<file path="src/sv/lftc_pkg.sv">
package lftc_pkg;

  localparam int MAX_PADDED_ROW_DEF = 1024;
  localparam int FRACTION_BITS_DEF  = 24;

  localparam int COL_W = 10;
  localparam int ROW_W = 16;

  typedef struct packed {
    logic        [30:0] density;
    logic signed [31:0] x_momentum;
    logic signed [31:0] y_momentum;
  } lftc_in_t;

  typedef struct packed {
    logic signed [31:0] flux_xx;
    logic signed [31:0] flux_xy;
    logic signed [31:0] flux_yy;
    logic               zero_density;
    logic               last_cell;
  } lftc_out_t;

  typedef struct packed {
    logic [31:0]      relax_time;
    logic             linear_closure;
    logic [COL_W-1:0] row_length;
    logic [ROW_W-1:0] row_count;
  } lftc_cfg_t;

  // One classified cell handed from the front to the back.
  typedef struct packed {
    lftc_in_t         item;
    logic [COL_W-1:0] col;
    logic             par;
    logic             has_res;
    logic             last;
  } lftc_job_t;

  typedef enum logic [3:0] {
    REG_RELAX_TIME     = 4'd0,
    REG_LINEAR_CLOSURE = 4'd1,
    REG_ROW_LENGTH     = 4'd2,
    REG_ROW_COUNT      = 4'd3
  } lftc_reg_e;

  typedef enum logic [3:0] {
    B_IDLE,
    B_DVX_GO,
    B_DVX_WT,
    B_DVY_GO,
    B_DVY_WT,
    B_WB,
    B_RD,
    B_DIFF,
    B_MUL,
    B_FIN,
    B_OUT
  } lftc_back_e;

  typedef enum logic [3:0] {
    STEP_TR,
    STEP_K,
    STEP_VXX,
    STEP_VXY,
    STEP_VYY,
    STEP_UXX,
    STEP_XXP,
    STEP_UYY,
    STEP_YYP,
    STEP_RUX,
    STEP_XYP
  } lftc_step_e;

  function automatic logic signed [31:0] sat32(input logic signed [65:0] v);
    logic fits;
    fits = (&v[65:31]) | ~(|v[65:31]);
    if (fits) begin
      return v[31:0];
    end else if (v[65]) begin
      return 32'sh80000000;
    end else begin
      return 32'sh7FFFFFFF;
    end
  endfunction

endpackage

</file>
<file path="src/sv/lftc_queue.sv">
module lftc_queue
  import lftc_pkg::*;
(
  input  logic      clk_i,
  input  logic      rst_ni,
  input  logic      push_i,
  input  lftc_job_t data_i,
  input  logic      pop_i,
  output logic      full_o,
  output logic      valid_o,
  output lftc_job_t data_o
);

  lftc_job_t  mem_q [2];
  logic       wr_ptr_q, wr_ptr_d;
  logic       rd_ptr_q, rd_ptr_d;
  logic [1:0] cnt_q, cnt_d;

  assign full_o  = cnt_q == 2'd2;
  assign valid_o = cnt_q != 2'd0;
  assign data_o  = mem_q[rd_ptr_q];

  always_comb begin
    wr_ptr_d = wr_ptr_q ^ push_i;
    rd_ptr_d = rd_ptr_q ^ pop_i;
    cnt_d    = cnt_q + {1'b0, push_i} - {1'b0, pop_i};
  end

  always_ff @(posedge clk_i or negedge rst_ni) begin
    if (!rst_ni) begin
      wr_ptr_q <= 1'b0;
      rd_ptr_q <= 1'b0;
      cnt_q    <= 2'd0;
    end else begin
      wr_ptr_q <= wr_ptr_d;
      rd_ptr_q <= rd_ptr_d;
      cnt_q    <= cnt_d;
    end
  end

  always_ff @(posedge clk_i) begin
    if (push_i) begin
      mem_q[wr_ptr_q] <= data_i;
    end
  end

endmodule

</file>
<file path="config.mk">
export PLATFORM = sky130hd
export DESIGN_NAME = lftc_queue
export DESIGN_NICKNAME = d
export VERILOG_FILES = /design/src/sv/lftc_pkg.sv /design/src/sv/lftc_queue.sv
export SDC_FILE = /design/constraint.sdc
export NUM_CORES = 1
export LEC_CHECK = 0
export ABC_AREA = 1
export BUFFER_PORTS_ARGS = -buffer_cell sky130_fd_sc_hd__buf_2
export CORE_UTILIZATION = 47
export DETAILED_ROUTE_END_ITERATION = 6
export HOLD_SLACK_MARGIN = 0.15
export PLACE_DENSITY = 0.75
export SYNTH_ARGS = -nofsm -noshare
export SYNTH_HDL_FRONTEND = slang
export SYNTH_SLANG_ARGS = --single-unit
</file>
<file path="constraint.sdc">
create_clock -name clk_i -period 3.7 [get_ports clk_i]
set_clock_uncertainty 0.1 [all_clocks]
set_input_delay 0.37 -clock clk_i [delete_from_list [all_inputs] [get_ports clk_i]]
set_output_delay 0.37 -clock clk_i [all_outputs]
set_load 0.01 [all_outputs]
</file>
==> results.ini <==
[grt]
antenna_found_initial=1
grt_max_degree=119
grt_pass1_vias=5381
grt_overflow=0
grt_pass1_wl_microns=25680
grt_usage_pct=18.21

[synthesis]
synth_async_sr_flop_share_pct=1.818
synth_fp_nets=704
synth_area_per_cell_sq_um=14.20
yosys-top-cells-area=edfxtp_1 (78%), inv_1 (5.2%), nand2_1 (5.1%), o21ai_0 (4.3%), o21ai_2 (2.1%)
synth_edf_count=216
synth_top_area_share_pct=77.70
syn-instance-count=588
synth.most_common_cell=edfxtp_1
syn_area_sq_um=8348
seq_area_frac_synth_pct=78.90
synthTopCellsByCount=edfxtp_1 (216), inv_1 (115), nand2_1 (114), o21ai_0 (72), o21ai_2 (20)
yosys_warnings=0
ys_ff_latch=220
synth_top_area_cell=edfxtp_1
yosys.cell_types.count=16
synthFlopType=edfxtp_1

[power_and_ir_drop]
seqPwrFrac_pct=44.6
p_int_mw=5.319
p_comb_share_pct=30.1
p_total_mw=7.865
peakVddDrop_mv=0.4374
power_density_nw_per_um2=689.8
p_sw_mw=2.546
switching_share_pct=32.37
p_clk_share_pct=25.3
leakage_nw=4.876

[floorplanning]
die_area_sq_um=18300
io_pins=222
initial_core_util_pct=48.26
die_w_microns=135.3
dieHeight_microns=135.3
placeableCoreArea_sq_um=17300
num_rows=48

[timing]
setup_slack_ns=0.9832
setup_violations=0
rsz0062_at_grt=false
hold_viol=0
tns_ns=0
fmax_mhz=368.1
worstMarginPinSlew_ns=0.7080
maxSlewViolCount=0
timing.hold.ws_ns=0.4754
slew_headroom_pct=52.80
layout_min_cycle_time_ns=2.717
post-route-period-util_pct=73.43

[min_path]
hold_path_end=cnt_q[1]$_DFF_PN0_
holdCritStartpoint=cnt_q[1]$_DFF_PN0_
worstHoldPathCells=3
min_path_type=flop to flop

[final_layout]
nets=1043
area_delta_synth_final_pct=36.57
drive_above_1_share_pct=29.80

[route]
ant_nets=0
num_vias=5480
drc=0
drtIter0Drc=337
vias_per_cell=4.688
drt_wl_total_microns=16990
wl_per_cell_microns=14.53
dr.pass1.iters=5

[clock_network]
clock_latency_ns=0.48
postCtsHoldBufs=112
cts_buffers=22
cts_buffer_depth=3
cts_resized=0
clk_pin_slew_ns=0.06
clockRootBuffer=clkbuf_16
cts_tree=done
cts_htree_levels=1
post_cts_buffers=0
clock_sinks=220

[setup_path]
ff2ff_path_depth=3
cp-end-kind=primary output
reg2reg_to=mem_q[0][82]$_DFFE_PP_
cp.required_ns=3.23
worstSetupPathType=flop to primary output
start_kind=flop
critPathMaxFanout=56
cp.arrival_ns=2.25
r2r_slack_ns=1.73
timing.rr.start=wr_ptr_q$_DFF_PN0_

[outcome]
status=completed

[job]
cap_violations=0

[placed_design]
place_ws_ns=1.501
gp_routability_congestion=0.7087
io_buffer_count=221
dpl.hpwl_microns=9914

registers in the layout, indices dropped and copies added, names as in the netlist:
register and count:
mem_q 216, rd_ptr_q 1, cnt_q 2, wr_ptr_q 1
kinds of logic (layout without fill, tap and decap cells):
group / count (synthesis) / in the layout / share of synthesized area, %
compound gates: 108 / 108 / 7.374
xor+xnor: 1 / 1 / 0.1049
fa+ha+maj: 4 / 4 / 0.5995
buf+inv: 139 / 494 / 7.794
flops: 220 / 220 / 78.90
other cells: 0 / 1 / 0
simple gates: 116 / 116 / 5.231
layout by cell type (no fill, tap or decap):
master	n
buf_12	3
buf_2	221
buf_4	3
clkbuf_1	5
clkbuf_16	23
clkinv_1	4
clkinv_2	8
dfrtp_1	3
dfrtp_4	1
diode_2	1
dlygate4sd3_1	112
edfxtp_1	216
ha_1	2
ha_4	2
inv_1	115
nand2_1	114
nand3_1	1
nor2_1	1
o21ai_0	72
o21ai_1	16
o21ai_2	20
xor2_1	1
power by group through the flow:
| stage | Combinational, mW | Sequential, mW | Clock (mW) |
|---|---|---|---|
| final | 2.37 | 3.51 | 1.99 |
| after global routing | 2.63 | 3.55 | 2.12 |
| after CTS | 2.37 | 3.51 | 2.04 |
| after detailed placement | 2.27 | 3.56 | 0 |
| after global placement | 2.23 | 3.54 | 0 |
| after floorplan | 1.55 | 3.49 | 0 |
how the worst max path moves through the flow:
stage | startpoint | end | slack (ns) | cells past startpoint
finish | rd_ptr_q$_DFF_PN0_ | data_o[105] | 0.98 | 4
global route | rd_ptr_q$_DFF_PN0_ | data_o[56] | 0.81 | 4
CTS | rd_ptr_q$_DFF_PN0_ | data_o[69] | 0.97 | 4
detailed placement | rd_ptr_q$_DFF_PN0_ | data_o[69] | 1.50 | 4
global placement | rd_ptr_q$_DFF_PN0_ | data_o[56] | 1.55 | 3
floorplan | wr_ptr_q$_DFF_PN0_ | mem_q[0][0]$_DFFE_PP_ | 0.16 | 2
cell type report:
| class | count | area, sq um |
|---|---|---|
| Clock inverter | 12 | 55.05 |
| Sequential cell | 220 | 6590 |
| Timing Repair Buffer | 339 | 2310 |
| Tap cell | 225 | 281.5 |
| Inverter | 115 | 431.7 |
| Fill cell | 1199 | 5896 |
| Antenna cell | 1 | 2.502 |
| Multi-Input combinational cell | 229 | 1136 |
| Clock buffer | 28 | 594.3 |
worst max-delay path, stage by stage (launching register included):
cell and delay [ns]:
dfrtp_4 0.79, buf_4 0.53, nand2_1 0.14, o21ai_1 0.12, buf_2 0.15
per-layer routing:
layer  part of all wire, %  track usage, %  vias up
met5                     0               0        -
met4                   2.9           6.742        0
met3                   6.3           4.078       39
met2                    52           32.99      206
met1                    39           20.99     2572
li1                      -               -     2663
per-stage QoR:
step	area [sq um]	std cells	utilization, %
floorplan	8348	588	-
detailed placement	9628	1016	55.66
global placement	9628	1016	55.66
finish	11400	1169	65.91
CTS	11400	1168	65.90
global route	11400	1169	65.91
(Power assumes the default switching activity.)
