`src/sv/lftc_pkg.sv`:
```
package lftc_pkg;

  localparam int MAX_PADDED_ROW_DEF = 1024;
  localparam int FRACTION_BITS_DEF  = 24;

  localparam int COL_W = 10;
  localparam int ROW_W = 16;

  typedef struct packed {
    logic        [30:0] density;
    logic signed [31:0] x_momentum;
    logic signed [31:0] y_momentum;
  } lftc_in_t;

  typedef struct packed {
    logic signed [31:0] flux_xx;
    logic signed [31:0] flux_xy;
    logic signed [31:0] flux_yy;
    logic               zero_density;
    logic               last_cell;
  } lftc_out_t;

  typedef struct packed {
    logic [31:0]      relax_time;
    logic             linear_closure;
    logic [COL_W-1:0] row_length;
    logic [ROW_W-1:0] row_count;
  } lftc_cfg_t;

  // One classified cell handed from the front to the back.
  typedef struct packed {
    lftc_in_t         item;
    logic [COL_W-1:0] col;
    logic             par;
    logic             has_res;
    logic             last;
  } lftc_job_t;

  typedef enum logic [3:0] {
    REG_RELAX_TIME     = 4'd0,
    REG_LINEAR_CLOSURE = 4'd1,
    REG_ROW_LENGTH     = 4'd2,
    REG_ROW_COUNT      = 4'd3
  } lftc_reg_e;

  typedef enum logic [3:0] {
    B_IDLE,
    B_DVX_GO,
    B_DVX_WT,
    B_DVY_GO,
    B_DVY_WT,
    B_WB,
    B_RD,
    B_DIFF,
    B_MUL,
    B_FIN,
    B_OUT
  } lftc_back_e;

  typedef enum logic [3:0] {
    STEP_TR,
    STEP_K,
    STEP_VXX,
    STEP_VXY,
    STEP_VYY,
    STEP_UXX,
    STEP_XXP,
    STEP_UYY,
    STEP_YYP,
    STEP_RUX,
    STEP_XYP
  } lftc_step_e;

  function automatic logic signed [31:0] sat32(input logic signed [65:0] v);
    logic fits;
    fits = (&v[65:31]) | ~(|v[65:31]);
    if (fits) begin
      return v[31:0];
    end else if (v[65]) begin
      return 32'sh80000000;
    end else begin
      return 32'sh7FFFFFFF;
    end
  endfunction

endpackage

```
`src/sv/lftc_front.sv`:
```
module lftc_front
  import lftc_pkg::*;
#(
  parameter int MAX_PADDED_ROW = MAX_PADDED_ROW_DEF
) (
  input  logic      clk_i,
  input  logic      rst_ni,
  input  logic      in_valid_i,
  output logic      in_stall_o,
  input  lftc_in_t  in_item_i,
  input  lftc_cfg_t cfg_i,
  input  logic      full_i,
  output logic      push_o,
  output lftc_job_t job_o
);

  localparam int LenMax = MAX_PADDED_ROW - 2;

  logic [COL_W-1:0] col_q, col_d;
  logic [ROW_W-1:0] row_q, row_d;
  logic [COL_W:0]   len_c, wid, col_x;
  logic [ROW_W-1:0] cnt_c;
  logic [ROW_W:0]   hgt, row_x;

  assign in_stall_o = full_i;
  assign push_o     = in_valid_i & ~full_i;
  assign col_x      = {1'b0, col_q};
  assign row_x      = {1'b0, row_q};

  always_comb begin
    if (cfg_i.row_length == '0) begin
      len_c = (COL_W+1)'(1);
    end else if (int'(cfg_i.row_length) > LenMax) begin
      len_c = (COL_W+1)'(LenMax);
    end else begin
      len_c = {1'b0, cfg_i.row_length};
    end
    if (cfg_i.row_count == '0) begin
      cnt_c = ROW_W'(1);
    end else if (&cfg_i.row_count) begin
      cnt_c = cfg_i.row_count - ROW_W'(1);
    end else begin
      cnt_c = cfg_i.row_count;
    end
    wid = len_c + (COL_W+1)'(2);
    hgt = {1'b0, cnt_c} + (ROW_W+1)'(2);
  end

  always_comb begin
    job_o.item    = in_item_i;
    job_o.col     = col_q;
    job_o.par     = row_q[0];
    job_o.has_res = (row_q >= ROW_W'(2)) && (col_q != '0) &&
                    (col_x + (COL_W+1)'(2) <= wid);
    job_o.last    = (row_x == hgt - (ROW_W+1)'(1)) && (col_x == wid - (COL_W+1)'(2));
  end

  always_comb begin
    col_d = col_q;
    row_d = row_q;
    if (push_o) begin
      if (col_x + (COL_W+1)'(1) >= wid) begin
        col_d = '0;
        row_d = (row_x + (ROW_W+1)'(1) >= hgt) ? '0 : row_q + ROW_W'(1);
      end else begin
        col_d = col_q + COL_W'(1);
      end
    end
  end

  always_ff @(posedge clk_i or negedge rst_ni) begin
    if (!rst_ni) begin
      col_q <= '0;
      row_q <= '0;
    end else begin
      col_q <= col_d;
      row_q <= row_d;
    end
  end

endmodule

```
`config.mk`:
```
export PLATFORM = sky130hd
export DESIGN_NAME = lftc_front
export DESIGN_NICKNAME = d
export VERILOG_FILES = /design/src/sv/lftc_pkg.sv /design/src/sv/lftc_front.sv
export SDC_FILE = /design/constraint.sdc
export NUM_CORES = 1
export LEC_CHECK = 0
export BUFFER_PORTS_ARGS = -buffer_cell sky130_fd_sc_hd__buf_4
export CAP_MARGIN = 0
export CORE_AREA = 2 2 105 107
export DETAILED_ROUTE_END_ITERATION = 8
export DIE_AREA = 0 0 107 109
export PLACE_DENSITY_LB_ADDON = 0.05
export SLEW_MARGIN = 0
export SYNTH_ARGS = -nofsm -noshare
export SYNTH_HDL_FRONTEND = slang
export SYNTH_SLANG_ARGS = --single-unit
```
`constraint.sdc`:
```
create_clock -name clk_i -period 15.5 [get_ports clk_i]
set_input_delay 2.325 -clock clk_i [delete_from_list [all_inputs] [get_ports clk_i]]
set_output_delay 2.325 -clock clk_i [all_outputs]
set_load 0.02 [all_outputs]
```
==> impl_metrics.ini <==
[timing]
rsz0062_at_grt = false
setup_viol = 0
shortest_period_the_worst_path_allows_ns = 9.39
max_slew_violation_count = 0
worst_slew_margin_relative_to_its_limit_pct = 45.1
final_hold_viol_count = 0
fin_tns_setup_ns = 0
finClkSkew_ns = 0.00736
fin_crit_sh_pct = 60.6
max_freq_mhz = 107
timing_worst_slew_pin_value_ns = 0.803

[worst_setup_path]
endpoint_kind = output pin
critical_path.startpoint_type = input port
register_to_register_setup_slack_ns = 10.72
path_class = in2out
path_max_fanout = 7
worstRegToRegCells = 15
worst-endpoint-required_ns = 13.18
worstPathArrival_ns = 7.06

[worst_hold_path]
timing.hold.worst.class = reg2reg
whs_path_depth = 1

[final_layout]
antenna_cells = 0
non_filler_cells_in_the_finished_layout = 705
drive_above_1_share_pct = 12.6
final_net_count = 775
final_cell_area_um2 = 4730
layout.core_utilization_pct = 44.6
flow.area_growth_from_synthesis_pct = -5.90

[placement]
detailed_place_hpwl_mm = 10.7
gp_routability_congestion = 0.888
postPlaceCellArea_um2 = 4660
place_inst = 701
buffer_ports.inserted = 44

[cts]
cts_resized = 0
clock_tree.root_cell = sky130_fd_sc_hd__clkbuf_8
postCtsSetupBuffers = 0
clockBufferDepth = 2
cts_hold_buffers = 0
tritoncts_clock_tree = yes
worst_skew_pair.late_latency_ns = 0.27
total_cts_buffers = 3
number_of_h_tree_levels = 1
cts.reportedPaths.clkPinSlew_ns = 0.09
clkSinkCount = 26

[synth]
synthesis.nets = 857
number_of_flops_mapped_to_enable_cells_by_yosys = 0
postSynthCellCount = 648
yosysMostFrequentCell = sky130_fd_sc_hd__buf_4
synth_area_per_cell_um2 = 7.76
synth.distinct_cells = 66
post_synthesis_instance_area_um2 = 5030
ys_top_cells_by_count = sky130_fd_sc_hd__buf_4, sky130_fd_sc_hd__nand2_1, sky130_fd_sc_hd__ha_1
netlist_top_cells_area = sky130_fd_sc_hd__buf_4, sky130_fd_sc_hd__dfrtp_1, sky130_fd_sc_hd__ha_1
synthesis.yosys.warnings = 0
synth_top_flop_cell = sky130_fd_sc_hd__dfrtp_1
sequential_fraction_of_the_synthesis_area_pct = 12.9
synth.ff_latch_count = 26
synthDominantCellAreaShare_pct = 14.5
synth_top_cell_by_area = sky130_fd_sc_hd__buf_4
synthArstFlopShare_pct = 100

[drt]
drt-wirelength-per-cell_um = 18.6
remaining_antenna_violation_count = 0
via_count = 4277
post_dr_vias_cell = 6.07
drt_iter0_drc = 281
totalWireLength_mm = 13.1
dr.pass1.iters = 5
post-route-drc-count = 0

[floorplan]
std_cell_rows = 38
initial_core_util_pct = 47.4
die-width_um = 107
boundary_pin_count = 268
chipHeight_um = 109
dieArea_um2 = 11700
core-area_um2 = 10600

[job]
cap_violations = 0

[global_routing]
grt_pass1_vias = 4080
antenna_violations_before_repair = 0
grt_max_degree = 27
grt_use_total_pct = 22.3
grt_pass1_wl_mm = 21.3
overflow = 0

[power_and_ir_drop]
leakage_uw = 0.00207
power.density_cell_area_nw_per_um2 = 65.1
total_switching_power_uw = 128
irDropWorstVdd_v = 0.0000346
power.clock.fraction_pct = 18.6
pwr-share-seq_pct = 31.7
combinational_group_share_of_total_power_pct = 49.7
switching_share_pct = 41.6
intPower_uw = 180

[outcome]
run_status = complete, no violations
-- layer usage --
layer / up-vias / track usage, % / part of all wire (%)
li1: 2044 / - / -
met1: 2069 / 28.5 / 44
met2: 122 / 40.2 / 50
met3: 42 / 2.51 / 4.6
met4: 0 / 5.38 / 1.6
met5: - / 0 / 0
-- cells in the final DEF (no fill, tap or decap), types with 3 or more instances in the layout --
| cell type | instances |
|---|---|
| sky130_fd_sc_hd__o31ai_1 | 4 |
| sky130_fd_sc_hd__a31oi_1 | 3 |
| sky130_fd_sc_hd__o211ai_1 | 4 |
| sky130_fd_sc_hd__nor2_1 | 28 |
| sky130_fd_sc_hd__and4_1 | 5 |
| sky130_fd_sc_hd__o221ai_1 | 5 |
| sky130_fd_sc_hd__nor3_1 | 12 |
| sky130_fd_sc_hd__dfrtp_1 | 26 |
| sky130_fd_sc_hd__nor2b_1 | 7 |
| sky130_fd_sc_hd__clkbuf_8 | 3 |
| sky130_fd_sc_hd__and2_1 | 4 |
| sky130_fd_sc_hd__inv_1 | 14 |
| sky130_fd_sc_hd__o21a_1 | 8 |
| sky130_fd_sc_hd__or4_1 | 4 |
| sky130_fd_sc_hd__nand3_1 | 31 |
| sky130_fd_sc_hd__nor4_1 | 11 |
| sky130_fd_sc_hd__a211oi_1 | 4 |
| sky130_fd_sc_hd__nand2b_1 | 18 |
| sky130_fd_sc_hd__nand2_1 | 55 |
| sky130_fd_sc_hd__a21boi_0 | 5 |
| sky130_fd_sc_hd__or2_2 | 7 |
| sky130_fd_sc_hd__buf_4 | 45 |
| sky130_fd_sc_hd__xor2_1 | 29 |
| sky130_fd_sc_hd__a22o_1 | 11 |
| sky130_fd_sc_hd__mux2i_1 | 6 |
| sky130_fd_sc_hd__a21o_1 | 10 |
| sky130_fd_sc_hd__xnor2_1 | 45 |
| sky130_fd_sc_hd__ha_1 | 51 |
| sky130_fd_sc_hd__mux2_2 | 3 |
| sky130_fd_sc_hd__and3_1 | 9 |
| sky130_fd_sc_hd__nand4_1 | 26 |
| sky130_fd_sc_hd__a21oi_1 | 9 |
| sky130_fd_sc_hd__o21ai_0 | 26 |
-- through the flow --
stage               hold WS [ns]  setup WS, ns  power, uW
floorplan                  0.556          7.01        239
global placement           0.621          6.18        250
detailed placement         0.643          6.18        252
CTS                        0.669          6.18        310
global route               0.692          5.56        330
finish                     0.667          6.11        308
-- cell type report --
class | count | area [um2]
clock inverter | 1 | 30.0
multi-input combinational | 476 | 3440
clock buffer | 3 | 41.3
tap | 140 | 175
fill | 1080 | 5870
timing repair buffer | 45 | 338
inverter | 14 | 52.6
sequential | 26 | 651
-- worst max-delay path, stage by stage --
cell and delay [ns]:
sky130_fd_sc_hd__buf_4 0.14, sky130_fd_sc_hd__inv_1 0.13, sky130_fd_sc_hd__ha_1 0.26, sky130_fd_sc_hd__nor4b_1 0.30, sky130_fd_sc_hd__nand4_1 0.13, sky130_fd_sc_hd__nor4_1 0.61
sky130_fd_sc_hd__a211oi_1 0.27, sky130_fd_sc_hd__ha_1 0.32, sky130_fd_sc_hd__xnor2_1 0.44, sky130_fd_sc_hd__nand2_1 0.13, sky130_fd_sc_hd__nor3_2 0.23, sky130_fd_sc_hd__nand2_2 0.15
sky130_fd_sc_hd__or4_2 0.66, sky130_fd_sc_hd__a2bb2oi_1 0.18, sky130_fd_sc_hd__nand4_1 0.18, sky130_fd_sc_hd__nor4_2 0.39, sky130_fd_sc_hd__buf_4 0.21
-- state kept, by name, indices dropped and copies added, names as in the netlist --
name,flops
col_q,10
row_q,16
-- kinds of logic (layout without fill, tap and decap cells) --
kind of cell | Yosys count | after routing | synth area share, %
flip-flops | 26 | 26 | 12.9
AO/OA/AOI/OAI | 108 | 108 | 15.4
buffers and inverters | 146 | 63 | 18.6
AND/OR/NAND/NOR | 234 | 234 | 25.7
adder cells (fa/ha/maj) | 51 | 51 | 12.7
multiplexers | 9 | 9 | 1.87
XOR/XNOR | 74 | 74 | 12.9
-- final timing paths --
| path | startpoint | to |
|---|---|---|
| worst max-delay path | cfg_i[1] | job_o[0] |
| worst min-delay path | row_q[14] | row_q[14] |
| worst max register to register | row_q[0] | row_q[12] |
| worst min register to register | row_q[14] | row_q[14] |
| max in group asynchronous | rst_ni | row_q[7] |
| min in group asynchronous | rst_ni | col_q[9] |
-- power groups by stage --
| stage | clock network, uW | registers (uW) | logic [uW] |
|---|---|---|---|
| detailed placement | 0 | 98.5 | 153 |
| CTS | 58.7 | 97.0 | 154 |
| floorplan | 0 | 89.8 | 149 |
| global route | 59.6 | 98.8 | 172 |
| finish | 57.3 | 97.4 | 153 |
| global placement | 0 | 98.6 | 151 |
(Power assumes the default switching activity.)
